==> config.mk <==
export PLATFORM = sky130hd
export DESIGN_NAME = adc_code_to_temperature_lut_unit
export DESIGN_NICKNAME = d
export VERILOG_FILES = /design/src/rtl/atlu_pkg.sv /design/src/rtl/atlu_ctrl.sv /design/src/rtl/atlu_datapath.sv /design/src/rtl/adc_code_to_temperature_lut_unit.sv
export VERILOG_INCLUDE_DIRS = /design/src /design/src/rtl
export SDC_FILE = /design/constraint.sdc
export NUM_CORES = 2
export LEC_CHECK = 0
export ABC_AREA = 1
export ABC_CLOCK_PERIOD_IN_PS = 8200
export BUFFER_PORTS_ARGS = -buffer_cell sky130_fd_sc_hd__buf_2
export CAP_MARGIN = 20
export CORE_AREA = 10 10 269 271
export DETAILED_ROUTE_END_ITERATION = 7
export DIE_AREA = 0 0 279 281
export PLACE_DENSITY = 0.72
export SETUP_SLACK_MARGIN = 0.2
export SLEW_MARGIN = 20
export SYNTH_ARGS = -nofsm -noshare
export SYNTH_HDL_FRONTEND = slang
export SYNTH_SLANG_ARGS = --single-unit
==> constraint.sdc <==
create_clock -name clk -period 8.2 [get_ports clk]
set_clock_uncertainty 0.2 [all_clocks]
set_input_delay 2.46 -clock clk [delete_from_list [all_inputs] [get_ports clk]]
set_output_delay 2.46 -clock clk [all_outputs]
set_load 0.03 [all_outputs]
==> src/rtl/adc_code_to_temperature_lut_unit_assert.svh <==
// Assertion macros for the ADC code to temperature unit.
// ATLU_ASSERT checks a property on every clock edge outside reset.
// ATLU_ASSERT_ALWAYS checks a property on every clock edge, reset included.
`ifndef ADC_CODE_TO_TEMPERATURE_LUT_UNIT_ASSERT_SVH
`define ADC_CODE_TO_TEMPERATURE_LUT_UNIT_ASSERT_SVH
`ifndef SYNTHESIS
`define ATLU_ASSERT(lbl, prop, msg) \
  lbl: assert property (@(posedge clk) disable iff (!rst_n) prop) else $error(msg);
`define ATLU_ASSERT_ALWAYS(lbl, prop, msg) \
  lbl: assert property (@(posedge clk) prop) else $error(msg);
`else
`define ATLU_ASSERT(lbl, prop, msg)
`define ATLU_ASSERT_ALWAYS(lbl, prop, msg)
`endif
`endif

==> src/rtl/atlu_pkg.sv <==
package atlu_pkg;

  localparam int ROM_LEN       = 211;
  localparam int STEPS_PER_SEG = 10;
  localparam int LAST_SEG      = 20;

  localparam logic [22:0] FULL_SCALE   = 23'd8388607;
  localparam logic [14:0] CODE_SCALE   = 15'd25000;
  localparam logic [14:0] UNDER_CODE   = 15'd9126;
  localparam logic [13:0] OVER_TENTHS  = 14'd9999;
  localparam logic [15:0] DIV10_RECIP  = 16'd52429;

  // configuration register indexes
  localparam logic [2:0] REG_TRIM       = 3'd0;
  localparam logic [2:0] REG_TRIM_GATE  = 3'd1;
  localparam logic [2:0] REG_DISC_LIMIT = 3'd2;
  localparam logic [2:0] REG_VALID_MAX  = 3'd3;
  localparam logic [2:0] REG_DISC_CODE  = 3'd4;
  localparam logic [2:0] REG_CLAMP_CODE = 3'd5;

  localparam logic [15:0] CAL_ROM [0:ROM_LEN-1] = '{
    16'd10000, 16'd10039, 16'd10078, 16'd10117, 16'd10156, 16'd10195, 16'd10234,
    16'd10273, 16'd10312, 16'd10351, 16'd10390, 16'd10429, 16'd10468, 16'd10507,
    16'd10546, 16'd10585, 16'd10624, 16'd10663, 16'd10702, 16'd10740, 16'd10779,
    16'd10818, 16'd10857, 16'd10896, 16'd10935, 16'd10973, 16'd11012, 16'd11051,
    16'd11090, 16'd11129, 16'd11167, 16'd11206, 16'd11245, 16'd11283, 16'd11322,
    16'd11361, 16'd11400, 16'd11438, 16'd11477, 16'd11515, 16'd11554, 16'd11593,
    16'd11631, 16'd11670, 16'd11708, 16'd11747, 16'd11786, 16'd11824, 16'd11863,
    16'd11901, 16'd11940, 16'd11978, 16'd12017, 16'd12055, 16'd12094, 16'd12132,
    16'd12171, 16'd12209, 16'd12247, 16'd12286, 16'd12324, 16'd12363, 16'd12401,
    16'd12439, 16'd12478, 16'd12516, 16'd12554, 16'd12593, 16'd12631, 16'd12669,
    16'd12708, 16'd12746, 16'd12784, 16'd12822, 16'd12861, 16'd12899, 16'd12937,
    16'd12975, 16'd13013, 16'd13050, 16'd13090, 16'd13128, 16'd13166, 16'd13204,
    16'd13242, 16'd13280, 16'd13318, 16'd13357, 16'd13395, 16'd13433, 16'd13471,
    16'd13509, 16'd13547, 16'd13585, 16'd13623, 16'd13661, 16'd13699, 16'd13737,
    16'd13775, 16'd13813, 16'd13851, 16'd13888, 16'd13926, 16'd13964, 16'd14002,
    16'd14040, 16'd14078, 16'd14116, 16'd14154, 16'd14191, 16'd14229, 16'd14267,
    16'd14305, 16'd14343, 16'd14380, 16'd14418, 16'd14456, 16'd14494, 16'd14531,
    16'd14569, 16'd14607, 16'd14644, 16'd14682, 16'd14720, 16'd14757, 16'd14795,
    16'd14833, 16'd14870, 16'd14908, 16'd14946, 16'd14983, 16'd15021, 16'd15058,
    16'd15096, 16'd15133, 16'd15171, 16'd15208, 16'd15246, 16'd15283, 16'd15321,
    16'd15358, 16'd15396, 16'd15433, 16'd15471, 16'd15508, 16'd15546, 16'd15583,
    16'd15620, 16'd15658, 16'd15695, 16'd15733, 16'd15770, 16'd15807, 16'd15845,
    16'd15882, 16'd15919, 16'd15956, 16'd16031, 16'd16068, 16'd16105, 16'd16105,
    16'd16143, 16'd16180, 16'd16217, 16'd16254, 16'd16291, 16'd16329, 16'd16366,
    16'd16403, 16'd16440, 16'd16477, 16'd16514, 16'd16551, 16'd16589, 16'd16626,
    16'd16663, 16'd16700, 16'd16737, 16'd16774, 16'd16811, 16'd16848, 16'd16885,
    16'd16922, 16'd16959, 16'd16996, 16'd17033, 16'd17070, 16'd17107, 16'd17143,
    16'd17180, 16'd17217, 16'd17254, 16'd17291, 16'd17328, 16'd17365, 16'd17402,
    16'd17438, 16'd17475, 16'd17512, 16'd17549, 16'd17586, 16'd17622, 16'd17659,
    16'd17696, 16'd17733, 16'd17769, 16'd17806, 16'd17843, 16'd17879, 16'd17916,
    16'd17953
  };

  typedef enum logic [2:0] {
    ST_IDLE, ST_MUL, ST_QUOT, ST_SEG, ST_STEP, ST_DIV, ST_TRIM, ST_FIN
  } atlu_state_t;

  typedef struct packed {
    logic [7:0]  trim;
    logic [13:0] trim_gate;
    logic [13:0] disc_limit;
    logic [9:0]  valid_max;
    logic [15:0] disc_code;
    logic [15:0] clamp_code;
  } atlu_cfg_t;

  typedef struct packed {
    logic load;
    logic mul;
    logic quot;
    logic seg_adv;
    logic step_go;
    logic step_adv;
    logic set_spec;
    logic spec_hi;
    logic div_go;
    logic div_adv;
    logic trim;
    logic fin;
  } atlu_cmd_t;

  typedef struct packed {
    logic under;
    logic seg_hit;
    logic seg_last;
    logic step_hit;
    logic step_last;
    logic div_last;
    logic out_free;
  } atlu_stat_t;

endpackage

==> src/rtl/atlu_ctrl.sv <==
module atlu_ctrl import atlu_pkg::*; (
  input  logic       clk,
  input  logic       rst_n,
  input  logic       in_tvalid,
  output logic       in_tready,
  input  atlu_stat_t stat,
  output atlu_cmd_t  cmd
);

  atlu_state_t state_r, state_nxt;

  // state register
  always_ff @(posedge clk) begin
    if (!rst_n) begin
      state_r <= ST_IDLE;
    end else begin
      state_r <= state_nxt;
    end
  end

  // next state and commands
  always_comb begin
    state_nxt = state_r;
    cmd       = '0;
    in_tready = 1'b0;
    case (state_r)
      ST_IDLE: begin
        in_tready = 1'b1;
        if (in_tvalid) begin
          cmd.load  = 1'b1;
          state_nxt = ST_MUL;
        end
      end
      ST_MUL: begin
        cmd.mul   = 1'b1;
        state_nxt = ST_QUOT;
      end
      ST_QUOT: begin
        cmd.quot  = 1'b1;
        state_nxt = ST_SEG;
      end
      ST_SEG: begin
        if (stat.under) begin
          cmd.set_spec = 1'b1;
          state_nxt    = ST_TRIM;
        end else if (stat.seg_hit) begin
          cmd.step_go = 1'b1;
          state_nxt   = ST_STEP;
        end else if (stat.seg_last) begin
          cmd.set_spec = 1'b1;
          cmd.spec_hi  = 1'b1;
          state_nxt    = ST_TRIM;
        end else begin
          cmd.seg_adv = 1'b1;
        end
      end
      ST_STEP: begin
        if (stat.step_hit) begin
          cmd.div_go = 1'b1;
          state_nxt  = ST_DIV;
        end else if (stat.step_last) begin
          cmd.set_spec = 1'b1;
          state_nxt    = ST_TRIM;
        end else begin
          cmd.step_adv = 1'b1;
        end
      end
      ST_DIV: begin
        cmd.div_adv = 1'b1;
        if (stat.div_last) state_nxt = ST_TRIM;
      end
      ST_TRIM: begin
        cmd.trim  = 1'b1;
        state_nxt = ST_FIN;
      end
      ST_FIN: begin
        if (stat.out_free) begin
          cmd.fin   = 1'b1;
          state_nxt = ST_IDLE;
        end
      end
      default: state_nxt = ST_IDLE;
    endcase
  end

endmodule

==> src/rtl/atlu_datapath.sv <==
module atlu_datapath import atlu_pkg::*; (
  input  logic        clk,
  input  logic        rst_n,
  input  logic [23:0] in_tdata,
  input  atlu_cfg_t   cfg,
  input  atlu_cmd_t   cmd,
  output atlu_stat_t  stat,
  output logic        out_tvalid,
  input  logic        out_tready,
  output logic [31:0] out_tdata
);

  logic [22:0] raw_r;
  logic [37:0] prod_r;
  logic [14:0] q_r;
  logic [4:0]  seg_r;
  logic [3:0]  step_r;
  logic        spec_r, spec_hi_r;
  logic [11:0] tb_r;
  logic [17:0] rem_r;
  logic [14:0] span_r;
  logic [1:0]  cnt_r;
  logic [3:0]  quo_r;
  logic [13:0] tenths_r, trimmed_r;
  logic        out_valid_r;
  logic [31:0] out_data_r;

  // scaling: floor(P / (2^23 - 1)) with one correction
  logic [14:0] q_hi;
  logic [23:0] q_rem;
  logic [14:0] q_nxt;
  assign q_hi  = prod_r[37:23];
  assign q_rem = {1'b0, prod_r[22:0]} + 24'(q_hi);
  assign q_nxt = q_hi + 15'(q_rem >= {1'b0, FULL_SCALE});

  // segment and step bounds from the table
  logic [7:0]  seg_base, seg_top, step_lo_idx, step_hi_idx;
  logic [15:0] seg_lo, seg_hi, step_lo, step_hi;
  logic [15:0] q_ext;
  assign q_ext       = {1'b0, q_r};
  assign seg_base    = 8'(seg_r) * 8'(STEPS_PER_SEG);
  assign seg_top     = seg_base + 8'(STEPS_PER_SEG);
  assign step_lo_idx = seg_base + 8'(step_r);
  assign step_hi_idx = step_lo_idx + 8'd1;
  assign seg_lo      = CAL_ROM[seg_base];
  assign seg_hi      = CAL_ROM[seg_top];
  assign step_lo     = CAL_ROM[step_lo_idx];
  assign step_hi     = CAL_ROM[step_hi_idx];

  assign stat.under     = (q_r > UNDER_CODE) && (q_ext < CAL_ROM[0]);
  assign stat.seg_hit   = (q_ext >= seg_lo) && (q_ext < seg_hi);
  assign stat.seg_last  = (seg_r == 5'(LAST_SEG));
  assign stat.step_hit  = (q_ext >= step_lo) && (q_ext < step_hi);
  assign stat.step_last = (step_r == 4'(STEPS_PER_SEG - 1));
  assign stat.div_last  = (cnt_r == 2'd0);
  assign stat.out_free  = !out_valid_r || out_tready;

  // one quotient bit per cycle of the fraction divide
  logic [17:0] trial;
  assign trial = {3'b0, span_r} << cnt_r;

  // tenths assembly and trim
  logic [13:0] tenths_nxt;
  assign tenths_nxt = spec_r ? (spec_hi_r ? OVER_TENTHS : 14'd0)
                             : 14'(tb_r) + 14'(quo_r);

  // output formatting
  logic [29:0] deg_prod;
  logic [9:0]  deg;
  logic        disc;
  logic [15:0] temp;
  assign deg_prod = trimmed_r * DIV10_RECIP;
  assign deg      = deg_prod[28:19];
  assign disc     = trimmed_r > cfg.disc_limit;
  assign temp     = disc ? cfg.disc_code
                         : ((deg > cfg.valid_max) ? cfg.clamp_code : 16'(deg));

  // work registers
  always_ff @(posedge clk) begin
    if (cmd.load) raw_r <= in_tdata[23] ? 23'd0 : in_tdata[22:0];
    if (cmd.mul)  prod_r <= raw_r * CODE_SCALE;
    if (cmd.quot) begin
      q_r    <= q_nxt;
      seg_r  <= '0;
      spec_r <= 1'b0;
    end
    if (cmd.seg_adv)  seg_r <= seg_r + 5'd1;
    if (cmd.step_go)  step_r <= '0;
    if (cmd.step_adv) step_r <= step_r + 4'd1;
    if (cmd.set_spec) begin
      spec_r    <= 1'b1;
      spec_hi_r <= cmd.spec_hi;
    end
    if (cmd.div_go) begin
      rem_r  <= 18'(q_ext - step_lo) * 18'd10;
      span_r <= 15'(step_hi - step_lo);
      tb_r   <= 12'(seg_r) * 12'd100 + 12'(step_r) * 12'd10;
      cnt_r  <= 2'd3;
      quo_r  <= '0;
    end
    if (cmd.div_adv) begin
      if (rem_r >= trial) begin
        rem_r        <= rem_r - trial;
        quo_r[cnt_r] <= 1'b1;
      end
      cnt_r <= cnt_r - 2'd1;
    end
    if (cmd.trim) begin
      tenths_r <= tenths_nxt;
      if (tenths_nxt > cfg.trim_gate) begin
        trimmed_r <= (tenths_nxt > 14'(cfg.trim)) ? tenths_nxt - 14'(cfg.trim) : 14'd0;
      end else begin
        trimmed_r <= tenths_nxt;
      end
    end
    if (cmd.fin) out_data_r <= {1'b0, !disc, tenths_r, temp};
  end

  // hold the result until the transfer completes
  always_ff @(posedge clk) begin
    if (!rst_n) begin
      out_valid_r <= 1'b0;
    end else if (cmd.fin) begin
      out_valid_r <= 1'b1;
    end else if (out_tready) begin
      out_valid_r <= 1'b0;
    end
  end

  assign out_tvalid = out_valid_r;
  assign out_tdata  = out_data_r;

endmodule

==> src/rtl/adc_code_to_temperature_lut_unit.sv <==
// ADC code to temperature conversion through a piecewise-linear calibration table.
// Input stream: in_tdata[23:0] carries one signed ADC code per transfer.
// Output stream: one result per input; out_tdata holds temp_degrees [15:0],
// tenths_result [29:16], read_ok [30], zero in bit 31.
// Configuration: cfg_valid/cfg_ready write cfg_data into register cfg_index;
// cfg_ready is always high, indexes past the last register are dropped.
// The segment scan over the table boundaries (one segment a cycle, up to 21),
// the step scan inside the segment (up to 10) and the fraction divide set the
// time from input transfer to out_tvalid. One item is in work at a time;
// in_tready is high only while the unit waits for input.
// The finished result sits in an output register, so the next code is taken
// while the receiver stalls; the unit waits at the end of that next item
// until the register frees up.
// Synchronous active-low reset empties the output register, returns the
// controller to idle and loads the register defaults.
`include "adc_code_to_temperature_lut_unit_assert.svh"
module adc_code_to_temperature_lut_unit import atlu_pkg::*; (
  input  logic        clk,
  input  logic        rst_n,
  input  logic        in_tvalid,
  output logic        in_tready,
  input  logic [23:0] in_tdata,   // raw_code [23:0]
  output logic        out_tvalid,
  input  logic        out_tready,
  output logic [31:0] out_tdata,  // temp_degrees [15:0], tenths_result [29:16], read_ok [30]
  input  logic        cfg_valid,
  output logic        cfg_ready,
  input  logic [2:0]  cfg_index,
  input  logic [15:0] cfg_data
);

  atlu_cfg_t  cfg_r;
  atlu_cmd_t  cmd;
  atlu_stat_t stat;

  assign cfg_ready = 1'b1;

  // configuration registers
  always_ff @(posedge clk) begin
    if (!rst_n) begin
      cfg_r.trim       <= 8'd25;
      cfg_r.trim_gate  <= 14'd100;
      cfg_r.disc_limit <= 14'd9000;
      cfg_r.valid_max  <= 10'd390;
      cfg_r.disc_code  <= 16'd65535;
      cfg_r.clamp_code <= 16'd390;
    end else if (cfg_valid) begin
      case (cfg_index)
        REG_TRIM:       cfg_r.trim       <= cfg_data[7:0];
        REG_TRIM_GATE:  cfg_r.trim_gate  <= cfg_data[13:0];
        REG_DISC_LIMIT: cfg_r.disc_limit <= cfg_data[13:0];
        REG_VALID_MAX:  cfg_r.valid_max  <= cfg_data[9:0];
        REG_DISC_CODE:  cfg_r.disc_code  <= cfg_data;
        REG_CLAMP_CODE: cfg_r.clamp_code <= cfg_data;
        default: ;
      endcase
    end
  end

  atlu_ctrl u_ctrl (
    .clk       (clk),
    .rst_n     (rst_n),
    .in_tvalid (in_tvalid),
    .in_tready (in_tready),
    .stat      (stat),
    .cmd       (cmd)
  );

  atlu_datapath u_dp (
    .clk        (clk),
    .rst_n      (rst_n),
    .in_tdata   (in_tdata),
    .cfg        (cfg_r),
    .cmd        (cmd),
    .stat       (stat),
    .out_tvalid (out_tvalid),
    .out_tready (out_tready),
    .out_tdata  (out_tdata)
  );

  `ATLU_ASSERT(a_one_in_flight, (in_tvalid && in_tready) |=> !in_tready, "second item taken while busy")
  `ATLU_ASSERT(a_tenths_range, out_tvalid |-> (out_tdata[29:16] <= 14'd9999), "tenths out of range")
  `ATLU_ASSERT(a_disc_code, (out_tvalid && !out_tdata[30]) |-> (out_tdata[15:0] == cfg_r.disc_code), "disconnect code mismatch")
  `ATLU_ASSERT_ALWAYS(a_reset_empty, !rst_n |=> !out_tvalid, "output valid after reset")

endmodule

# Word-level counts from Yosys, hierarchy flattened
# Memories as Yosys holds them, arrays and structs flattened.
# Cells that the tools add are included.
# op_classes
magnitude_cmp	18
n_mux	63
n_addsub	14
shift	1
eq_ne	19
n_reduce_logical	22
multipliers	6
bitwise_logic	6
# op_table
operator	n
2-to-1 mux 16 bit	10
2-to-1 mux 14 bit	4
2-to-1 mux 18 bit	3
greater-or-equal comparator 9 bit, second input constant	4
inverter 8 -> 9 bit	4
multiplier 23 x 12 -> 35 bit, second input constant	1
greater-or-equal comparator 15 x 16 -> 1 bit	2
less-than comparator 15 x 16 -> 1 bit	2
multiplier 14 x 16 -> 29 bit, second input constant	1
greater-than comparator 14 bit	2
adder 23 x 15 -> 24 bit	1
greater-or-equal comparator 24 x 23 -> 1 bit, second input constant	1
2-to-1 mux 3 bit	8
one-hot mux 3 bit (8 select lines)	1
2-to-1 mux 1 bit	21
2-to-1 mux 4 bit	5
== test 3 bit, second input constant	6
greater-or-equal comparator 18 bit	1
multiplier 18 x 3 -> 17 bit, second input constant	1
<< shifter 15 x 2 -> 18 bit	1
subtractor 18 bit	1
subtractor 15 x 16 -> 17 bit	1
adder 15 x 1 -> 15 bit	1
greater-than comparator 15 x 14 -> 1 bit, second input constant	1
other kinds (40)	66
# word_totals
mem_count	4
mem_bits_ro	16384
regBits	276
# memory_table
name	depth	word_bits	rd	rd_clocked_by_memory_dff	write_ports	line_no	source
(name not given)	256	16	1	0	0	atlu_datapath.sv:45	assign seg_lo = CAL_ROM[seg_base];
(name not given)	256	16	1	0	0	atlu_datapath.sv:46	assign seg_hi = CAL_ROM[seg_top];
(name not given)	256	16	1	0	0	atlu_datapath.sv:47	assign step_lo = CAL_ROM[step_lo_idx];
(name not given)	256	16	1	0	0	atlu_datapath.sv:48	assign step_hi = CAL_ROM[step_hi_idx];

# Logic depth before layout (Yosys ltp)
# depth
word_depth	15
depth_mapped	45
ltp_nobuf	42

# Cells and area by module
# From an unflattened synthesis, not the netlist that was laid out.
# unflattened
cells_unflattened	4751
area_unflattened_um2	34384.2
# modules_own_cells
module	area_each_um2	cells_per_inst	n_inst
atlu_datapath	30997.2	4267	1
adc_code_to_temperature_lut_unit	3042.9	421	1
atlu_ctrl	344.1	63	1

# Worst setup path after synthesis
# Ideal clock, no wire load.
# synth_path
path_type	register to register
startpoint	reg u_dp.seg_r[1]
endpoint	reg u_dp.rem_r[17]
synth_period_minus_slack_ps	7148
arrival_time_ps	6839
setup_time_ps	109
path_slack_ps	1052
stages_incl_launch_ff	43
required_time_ps	7891
path_cell_list	edfxtp_1 ha_1 ha_1 inv_1 fa_1 buf_2 inv_2 nand2_1 inv_1 nand2_1 nand2_1 nand2_4 inv_2 clkbuf_1 buf_1 o2111ai_1 nand3_1 nand2_1 (+7 left out) a21oi_1 o21ai_0 a21oi_1 o21bai_1 a21oi_1 o21ai_0 xor2_1 ha_1 ha_1 nand2_1 o311ai_0 xor2_1 xnor2_1 inv_1 nand4_1 nand3_1 nand2_1 inv_1
# synth_between
elab_chain_len	14
# synth_rtl
element	line_no	source
start, declared	atlu_datapath.sv:16	logic [4:0] seg_r;
start signal, assigned	atlu_datapath.sv:87	if (cmd.seg_adv) seg_r <= seg_r + 5'd1;
multiplier 5 x 3 -> 7 bit *	atlu_datapath.sv:41	assign seg_base = 8'(seg_r) * 8'(STEPS_PER_SEG);
adder 8 x 4 -> 8 bit *	atlu_datapath.sv:43	assign step_lo_idx = seg_base + 8'(step_r);
parallel branches: the longest is 9 deep, another holds multiplier 18 x 3 -> 17 bit	n/a	
2-to-1 mux 18 bit *	atlu_datapath.sv:94	if (cmd.div_go) begin
2-to-1 mux 18 bit	atlu_datapath.sv:102	if (rem_r >= trial) begin
2-to-1 mux 18 bit *	atlu_datapath.sv:101	if (cmd.div_adv) begin
end signal, assigned	atlu_datapath.sv:95	rem_r <= 18'(q_ext - step_lo) * 18'd10;
end signal, assigned	atlu_datapath.sv:103	rem_r <= rem_r - trial;
end, declared	atlu_datapath.sv:20	logic [17:0] rem_r;
# Every way passes the cells marked *. The select of a mux whose other input is x is not followed.
# A chain may end at the register's enable or synchronous reset.

# Worst setup path after layout
# layout_path
startpoint	reg u_dp.trimmed_r[12]
endpoint	reg u_dp.out_data_r[5] (netlist: u_dp.out_tdata[5]), data pin
# layout_between
elab_chain_len	4
# layout_rtl
element	line_no	source
start, declared	atlu_datapath.sv:24	logic [13:0] tenths_r, trimmed_r;
start signal, assigned	atlu_datapath.sv:111	trimmed_r <= (tenths_nxt > 14'(cfg.trim)) ? tenths_nxt - 14'(cfg.trim) : 14'd0;
start signal, assigned	atlu_datapath.sv:113	trimmed_r <= tenths_nxt;
multiplier 14 x 16 -> 29 bit	atlu_datapath.sv:72	assign deg_prod = trimmed_r * DIV10_RECIP;
greater-than comparator 10 bit	atlu_datapath.sv:76	: ((deg > cfg.valid_max) ? cfg.clamp_code : 16'(deg));
2-to-1 mux 16 bit	atlu_datapath.sv:76	
2-to-1 mux 16 bit *	atlu_datapath.sv:75	assign temp = disc ? cfg.disc_code
via u_dp.temp[5]	atlu_datapath.sv:71	logic [15:0] temp;
end signal, assigned	atlu_datapath.sv:116	if (cmd.fin) out_data_r <= {1'b0, !disc, tenths_r, temp};
end, declared	atlu_datapath.sv:26	logic [31:0] out_data_r;
# The timed path passes the listed nets; every way through them passes the cells marked *.

==> flow_summary.json <==
{
  "post-route-min-period_ns": 7.46,
  "cap_violations": 0,
  "syn2layout_area_growth_pct": 8.39,
  "grtUsageTotal_pct": 26.2,
  "synthDistinctLibCells": 65,
  "numCtsBuffers": 38,
  "hold_path.class": "reg -> reg",
  "core-area_um2": 66800,
  "synthTopCellsByArea": "ha_1, edfxtp_1, nand2_1",
  "ys_ff_latch": 275,
  "path_clk_slew_ns": 0.06,
  "crit_fanout": 15,
  "firstDrtPassIters": 6,
  "final_hold_viol_count": 0,
  "worstPathRequired_ns": 8.38,
  "ioPinCount": 83,
  "wl_per_cell_um": 19.2,
  "die_w_um": 279,
  "layout.cells.non_filler": 5477,
  "synth_top_area_share_pct": 18.3,
  "synth_edf_count": 170,
  "grt_pass1_vias": 30500,
  "worst_pin_slew_ns": 1.08,
  "root_buffer": "clkbuf_16",
  "fin_util_pct": 53.7,
  "critPathKind": "reg -> reg",
  "place_congestion": 1.05,
  "drcViolationCount": 0,
  "overflow": 0,
  "crit_arrival_ns": 7.64,
  "clockBufferDepth": 3,
  "mostFrequentLayoutCells": "nand2_1, inv_1, ha_1",
  "nets": 5248,
  "final_max_slew_viol_count": 0,
  "drtAntennaViolNets": 0,
  "multi_input_area_um2": 22800,
  "final_common_cell": "nand2_1",
  "cp_slowest_cell": "fa_1",
  "die_height_um": 281,
  "antenna_found_initial": 2,
  "syn-num-nets": 5211,
  "portBuffers": 80,
  "start_kind": "flip-flop",
  "cts_sinks": 275,
  "period_share_pct": 91.0,
  "slew_headroom_pct": 28.2,
  "routed_wl_mm": 105,
  "syn-mean-instance-area_um2": 7.30,
  "dp_hpwl_mm": 82.2,
  "netlist_instances": 4538,
  "fillers": 6526,
  "setup_violations": 0,
  "first_iter_violations": 2850,
  "drive_gt1_share_pct": 6.19,
  "outcome": "completed",
  "dpl.cell_count": 5404,
  "rsz0062_at_grt": "yes",
  "cts-htree-levels": 2,
  "seq_area_um2": 7210,
  "rows": 95,
  "grt_pass1_wl_mm": 166,
  "synth_flop_cell": "edfxtp_1",
  "clk_latency_ns": 0.57,
  "synth_async_sr_flop_share_pct": 0,
  "synth_area_um2": 33100,
  "reg2reg_slack_ns": 0.74,
  "yosysWarnings": 0,
  "via_count": 31500,
  "yosys.area.top_type": "ha_1",
  "pre_cts_ws_ns": 0.501,
  "antenna_cells": 0,
  "end_kind": "flip-flop",
  "max_stage_delay_ns": 0.66,
  "start_util_pct": 49.6,
  "worst_slack_ns": 0.735,
  "die_area_um2": 78400,
  "cts_tree": "built",
  "fmax_ghz": 0.134,
  "ys_seq_area_share_pct": 21.8,
  "via_per_inst": 5.75,
  "grt_max_degree": 78,
  "fin_tns_setup_ns": 0
}
-- path summary, 6_finish.rpt --
path	start	end	cells past startpoint
setup reg to reg	u_dp.trimmed_r[12]	u_dp.out_tdata[5]	30
hold / removal	u_dp.tenths_r[13]	u_dp.out_tdata[29]	0
setup / recovery	u_dp.trimmed_r[12]	u_dp.out_tdata[5]	30
hold reg to reg	u_dp.tenths_r[13]	u_dp.out_tdata[29]	0
-- sequential cells by signal (all words and copies together) (netlist names), 5 cells and up --
name / count
cfg_r: 78
u_dp.prod_r: 35
u_dp.out_tdata: 31
u_dp.raw_r: 23
u_dp.rem_r: 18
u_dp.q_r: 15
u_dp.span_r: 15
u_dp.tenths_r: 14
u_dp.trimmed_r: 14
u_dp.tb_r: 11
u_dp.seg_r: 5
-- cell usage after synthesis (5+ instances only) --
master	instances
buf_2	14
a221oi_1	7
a211oi_1	21
nand3_1	230
o22ai_1	22
ha_1	485
nor2_1	410
nand2_1	903
nand2_2	11
nor3_1	40
o21ai_0	388
clkbuf_1	122
o21ai_1	6
xnor2_1	41
fa_1	140
a31oi_1	39
inv_2	13
o2111ai_1	9
a21oi_1	318
buf_1	21
o211ai_1	62
or2_2	14
a21o_1	8
dfxtp_1	105
o31ai_1	16
o311ai_0	23
edfxtp_1	170
buf_4	5
a32o_1	6
o21bai_1	18
nand4_1	26
xor2_1	94
inv_1	658
o221ai_1	21
-- kinds of logic (layout without fill, tap and decap cells) --
group                    after synthesis  in the layout  synth area share (%)
flip-flops                           275            275                  21.8
adder cells (fa/ha/maj)              625            625                  26.8
buffers and inverters                837            903                  9.62
AO/OA/AOI/OAI                        999            999                  17.4
AND/OR/NAND/NOR                     1661           1661                  20.6
other                                  2              2                0.0227
multiplexers                           1              1                0.0302
XOR/XNOR                             138            138                  3.75
-- cell type report --
type | count | share of cell area (%)
timing repair buffer | 160 | 2.94
clock buffer | 45 | 2.89
tap | 873 | 3.04
sequential | 275 | 20.1
multi-input combinational | 3426 | 63.4
clock inverter | 24 | 0.572
inverter | 674 | 7.06
-- worst max-delay path, delay by kind of cell, from the launching register on --
family	cells	cell delay, ns
xor gates and xnor gates	1	0.18
adders and majority gates	8	3.63
and+or+nand+nor	5	0.63
AOI/OAI and AO/OA	9	1.52
buffers and inverters	7	0.64
DFF	1	0.49
-- routing by layer --
layer	vias up	track usage [%]	wire, um
li1	15300	-	-
met2	1219	46.0	50500
met5	-	0	15
met1	14700	31.8	42900
met3	270	3.11	6410
met4	2	12.1	5070
-- through the flow --
step                instance area, um2  hold slack [ns]
finish                           35900            0.218
global route                     35900            0.227
CTS                              35800            0.218
detailed placement               34600            0.205
global placement                 34600            0.203
floorplan                        33100            0.200
-- repair_timing --
item | in CTS | in global routing
buffers inserted | 0 | 3
hold buffers | 0 | 0
gates resized for setup | 0 | 14
endpoints found under the setup margin | 0 | 19
Power is not shown: default switching activity piles up to over one toggle a cycle in this logic, so the estimate is an artifact.
